--- config.mk ---
export PLATFORM = sky130hd
export DESIGN_NAME = tea_cell
export DESIGN_NICKNAME = d
export VERILOG_FILES = /design/src/hw/rtl/tea_pkg.sv /design/src/hw/rtl/tea_cell.sv
export SDC_FILE = /design/constraint.sdc
export NUM_CORES = 2
export LEC_CHECK = 0
export BUFFER_PORTS_ARGS = -buffer_cell sky130_fd_sc_hd__buf_2
export CORE_ASPECT_RATIO = 1.1
export CORE_MARGIN = 2
export CORE_UTILIZATION = 57
export DETAILED_ROUTE_END_ITERATION = 6
export GPL_TIMING_DRIVEN = 0
export PLACE_DENSITY = 0.76
export SYNTH_ARGS = -nofsm -noshare
export SYNTH_HDL_FRONTEND = slang
export SYNTH_SLANG_ARGS = --single-unit
--- constraint.sdc ---
create_clock -name clk -period 6.21 [get_ports clk]
set_clock_uncertainty 0.05 [all_clocks]
set_input_delay 1.242 -clock clk [delete_from_list [all_inputs] [get_ports clk]]
set_output_delay 1.242 -clock clk [all_outputs]
set_load 0.05 [all_outputs]
--- src/hw/rtl/tea_pkg.sv ---
`timescale 1ns / 1ps

package tea_pkg;

    localparam int WORD_W = 32;
    localparam int TEA_CYCLES = 32;
    localparam logic [WORD_W-1:0] TEA_DELTA = 32'h9e37_79b9;
    localparam logic [WORD_W-1:0] TEA_DEC_SUM = 32'hc6ef_3720;

    typedef struct packed {
        logic              action;
        logic [WORD_W-1:0] block_word_0;
        logic [WORD_W-1:0] block_word_1;
    } tea_in_t;

    typedef struct packed {
        logic [WORD_W-1:0] result_word_0;
        logic [WORD_W-1:0] result_word_1;
    } tea_out_t;

    typedef struct packed {
        logic [WORD_W-1:0] key_word_0;
        logic [WORD_W-1:0] key_word_1;
        logic [WORD_W-1:0] key_word_2;
        logic [WORD_W-1:0] key_word_3;
    } tea_key_t;

    typedef struct packed {
        logic              action;
        logic [WORD_W-1:0] sum;
        logic [WORD_W-1:0] word_a;
        logic [WORD_W-1:0] word_b;
    } tea_data_t;

    typedef struct packed {
        logic      valid;
        tea_data_t data;
    } tea_pipe_t;

    function automatic logic [WORD_W-1:0] swap_bytes(input logic [WORD_W-1:0] x);
        return {x[7:0], x[15:8], x[23:16], x[31:24]};
    endfunction

    function automatic logic [WORD_W-1:0] tea_mix(
        input logic [WORD_W-1:0] w,
        input logic [WORD_W-1:0] sum,
        input logic [WORD_W-1:0] ka,
        input logic [WORD_W-1:0] kb
    );
        return ((w << 4) + ka) ^ (w + sum) ^ ((w >> 5) + kb);
    endfunction

endpackage

--- src/hw/rtl/tea_cell.sv ---
`timescale 1ns / 1ps

// One TEA cycle: two half-rounds, one register stage each.
module tea_cell
    import tea_pkg::*;
(
    input  logic      clk,
    input  logic      rst_n,
    input  logic      advance,
    input  tea_key_t  key,
    input  tea_pipe_t pipe_in,
    output tea_pipe_t pipe_out
);

    logic              half_valid_reg;
    tea_data_t         half_reg;
    tea_data_t         half_next;
    logic              full_valid_reg;
    tea_data_t         full_reg;
    tea_data_t         full_next;
    logic [WORD_W-1:0] mix_first;
    logic [WORD_W-1:0] mix_second;

    // Encrypt updates word_a first, decrypt word_b first.
    always_comb
    begin
        mix_first = pipe_in.data.action
            ? tea_mix(pipe_in.data.word_a, pipe_in.data.sum, key.key_word_2, key.key_word_3)
            : tea_mix(pipe_in.data.word_b, pipe_in.data.sum, key.key_word_0, key.key_word_1);
        half_next = pipe_in.data;
        if (pipe_in.data.action)
        begin
            half_next.word_b = pipe_in.data.word_b - mix_first;
        end
        else
        begin
            half_next.word_a = pipe_in.data.word_a + mix_first;
        end
    end

    always_comb
    begin
        mix_second = half_reg.action
            ? tea_mix(half_reg.word_b, half_reg.sum, key.key_word_0, key.key_word_1)
            : tea_mix(half_reg.word_a, half_reg.sum, key.key_word_2, key.key_word_3);
        full_next = half_reg;
        if (half_reg.action)
        begin
            full_next.word_a = half_reg.word_a - mix_second;
            full_next.sum    = half_reg.sum - TEA_DELTA;
        end
        else
        begin
            full_next.word_b = half_reg.word_b + mix_second;
            full_next.sum    = half_reg.sum + TEA_DELTA;
        end
    end

    always_ff @(posedge clk or negedge rst_n)
    begin
        if (!rst_n)
        begin
            half_valid_reg <= 1'b0;
            full_valid_reg <= 1'b0;
        end
        else if (advance)
        begin
            half_valid_reg <= pipe_in.valid;
            full_valid_reg <= half_valid_reg;
        end
    end

    always_ff @(posedge clk)
    begin
        if (advance)
        begin
            half_reg <= half_next;
            full_reg <= full_next;
        end
    end

    assign pipe_out.valid = full_valid_reg;
    assign pipe_out.data  = full_reg;

endmodule

==> reports/results.txt <==
RSZ-0062 raised after global routing - yes
Most area-consuming cells after synthesis - ha_1 (19%), edfxtp_1 (17%), xnor2_1 (15%)
Critical Path RT - 6410 ps
Final Hold Fails - 0
Multi-input gate area - 28020 sq um
Die ar. - 60390 sq um
Final Wtd Congestion - 1.014
Hold WC Path Type - in -> async
Max Fanout on Critical Path - 5
# IOs - 327
DR WL/cell - 23.69 microns
Initial DRC Count - 2982
Slew Viols, Final - 0
Vias per inst - 6.411
DRC - 0
CP Launch Type - input port
Failing checks - negative setup slack
EDFF count, synth - 194
Die X-Extent - 234.5 microns
Most used DFF post-synth - edfxtp_1
CP delay by family, top - compound AO/OA/AOI/OAI gates
Max-Slew Margin vs Limit - 28.23%
Worst-case clock buffer depth - 2
Max-Cap Viols - 0
Die H - 257.5 microns
DPL Wire Length - 100700 microns
TritonCTS Buffers - 17
Final ANT Viol Nets - 0
Post-route cell area - 38680 sq um
Setup violators final - 4
Yosys top cell by area - ha_1
Clock latency on the worst-skew pair - 500 ps
Post-Syn Instances - 3932
Vias in the first global route - 31190
Routed Wire Length - 121700 microns
Syn avg cell area - 8.471 sq um
Post-placement cell count - 5009
Synth Cell Area - 33310 sq um
Setup TNS - -427.3 ps
Root Buffer - clkbuf_16
Core Util, Final - 67.20%
Max VDD drop - 0.3536 mV
Critical path's largest stage delay - 360 ps
Starting density of the core - 57.87%
Cell variety after synth - 73
Sink Count - 196
Reg area - 5876 sq um
Max reg flops - 97
Buffers on Ports - 324
Post-route setup slack - -223.6 ps
Asr flop ratio synth - 1.020%
Status - finished, violations left
Slew of the pin with the lowest slew margin - 1077 ps
F_max - 155.4 MHz
Worst setup EP type - flop
Synth top area share - 18.93%
Syn Nets - 4682
Most common library cells after synthesis - xnor2_1 (582), ha_1 (504), a21oi_1 (371)
Vias - 32940
Fillers - 4987
Detailed Routing Iterations Pass 1 - 6
Worst Path Arrival - 6640 ps
Non-Filler Instances - 5138
Worst-path clk slew - 90 ps
Core area - 57560 sq um
Register bit total from synthesis - 196
Antenna violations before repair - 12
CTS H-tree depth - 4
Kind of critical path - in -> reg
Post-synthesis sequential area ratio - 17.64%
Buf/Inv on CP - 3
Syn-to-layout area delta - 16.13%
Layout net count - 5115
LEAKAGE - 0.01711 uW
CTS tree - done
Grt ovf - 0
Fin crit share - 103.6%
P per Cell Area - 671.9 nW/um^2
CP max-delay cell - ha_1
Num rows - 92
First-pass GRT wire length - 178300 microns
Total GRT Usage - 39.06%
Post-route minimum period - 6434 ps
Largest net degree at the start of global routing - 117
Share of cells above drive strength 1 - 16.93%
Count leader, synth - xnor2_1
Ys Warns - 0
DP Area - 36100 sq um
## where the power goes
| part | internal [uW] | total (uW) | switching [uW] |
|---|---|---|---|
| Clock | 620 | 1250 | 628 |
| Combinational | 9570 | 21900 | 12300 |
| Sequential | 2250 | 2840 | 584 |
## metal layers
layer | GRT usage, % | routed length (microns) | up-vias | share of wire (%)
met1 | 51.71 | 48600 | 15500 | 40
met4 | 17.52 | 5873 | 10 | 4.8
met2 | 63.09 | 54920 | 1613 | 45
met5 | 0 | 64 | - | 0.053
li1 | - | - | 15490 | -
met3 | 5.389 | 12240 | 325 | 10
## area by class of cell
type | count | area share, %
multi-input cells | 3536 | 72.46
repair buffers | 416 | 6.263
well taps | 752 | 2.433
inverters | 149 | 1.446
diodes | 8 | 0.05176
clock inverters | 15 | 0.5402
plain buffers | 49 | 0.5208
clock buffers | 17 | 1.100
flip-flops and latches | 196 | 15.19
## repair_timing
action | CTS | global route
resized for setup | 168 | 117
pin swaps | 72 | 117
buffers inserted | 39 | 53
hold buffers | 0 | 0
endpoints found under the setup margin | 39 | 34
## final timing paths
check	slack, ps	depth (start not counted)	from	end
worst max-delay path	-220	28	pipe_in[37]	half_reg[31]$_DFFE_PP_
worst min-delay path	470	1	rst_n	full_valid_reg$_DFFE_PN0P_
worst max register to register	10	27	half_reg[5]$_DFFE_PP_	pipe_out[62]$_DFFE_PP_
worst min register to register	470	1	full_valid_reg$_DFFE_PN0P_	full_valid_reg$_DFFE_PN0P_
max in group asynchronous	5550	1	rst_n	half_valid_reg$_DFFE_PN0P_
min in group clk	470	1	full_valid_reg$_DFFE_PN0P_	full_valid_reg$_DFFE_PN0P_
## placed cells by master, fill, tap and decap left out, types with 18 or more instances in the layout
cell type    n
a211oi_1    28
a21o_1     265
a21oi_1    337
a21oi_2     32
a31oi_1     28
and3_1      39
buf_2      314
buf_4       92
clkbuf_1    38
edfxtp_1   194
ha_1       477
ha_4        18
inv_1      145
mux2_2      52
nand2_1    266
nand2b_1    60
nand3_1     74
nand4_1     28
nor2_1     196
nor2b_1     35
nor3_1      67
o211ai_1    25
o21a_1      94
o21ai_0    251
o21ai_1     26
o21bai_1    63
o31ai_1     18
xnor2_1    562
xnor2_2     20
xor2_1     120
## per-stage QoR
| stage | total power (uW) | hold WS [ps] | setup slack, ps |
|---|---|---|---|
| after global routing | 27740 | 473.7 | -446.8 |
| final | 25990 | 470.1 | -223.6 |
| after CTS | 24770 | 459.1 | -272.2 |
| after floorplan | 18070 | 424.9 | -26.41 |
| after detailed placement | 22500 | 451.6 | -1433 |
| after global placement | 22270 | 437.7 | -1425 |
## cell families (layout without fill, tap and decap cells)
logic type / Yosys count / after routing / share of synthesized area [%]
AOI/OAI and AO/OA: 1367 / 1367 / 26.34
and+or+nand+nor: 873 / 873 / 12.49
xor gates and xnor gates: 716 / 716 / 19.33
adders and majority gates: 521 / 521 / 19.95
buffers and inverters: 200 / 646 / 2.265
DFF: 196 / 196 / 17.64
muxes: 59 / 59 / 1.972
other: 0 / 8 / 0
Note: power is estimated with default switching activity, not from simulation.
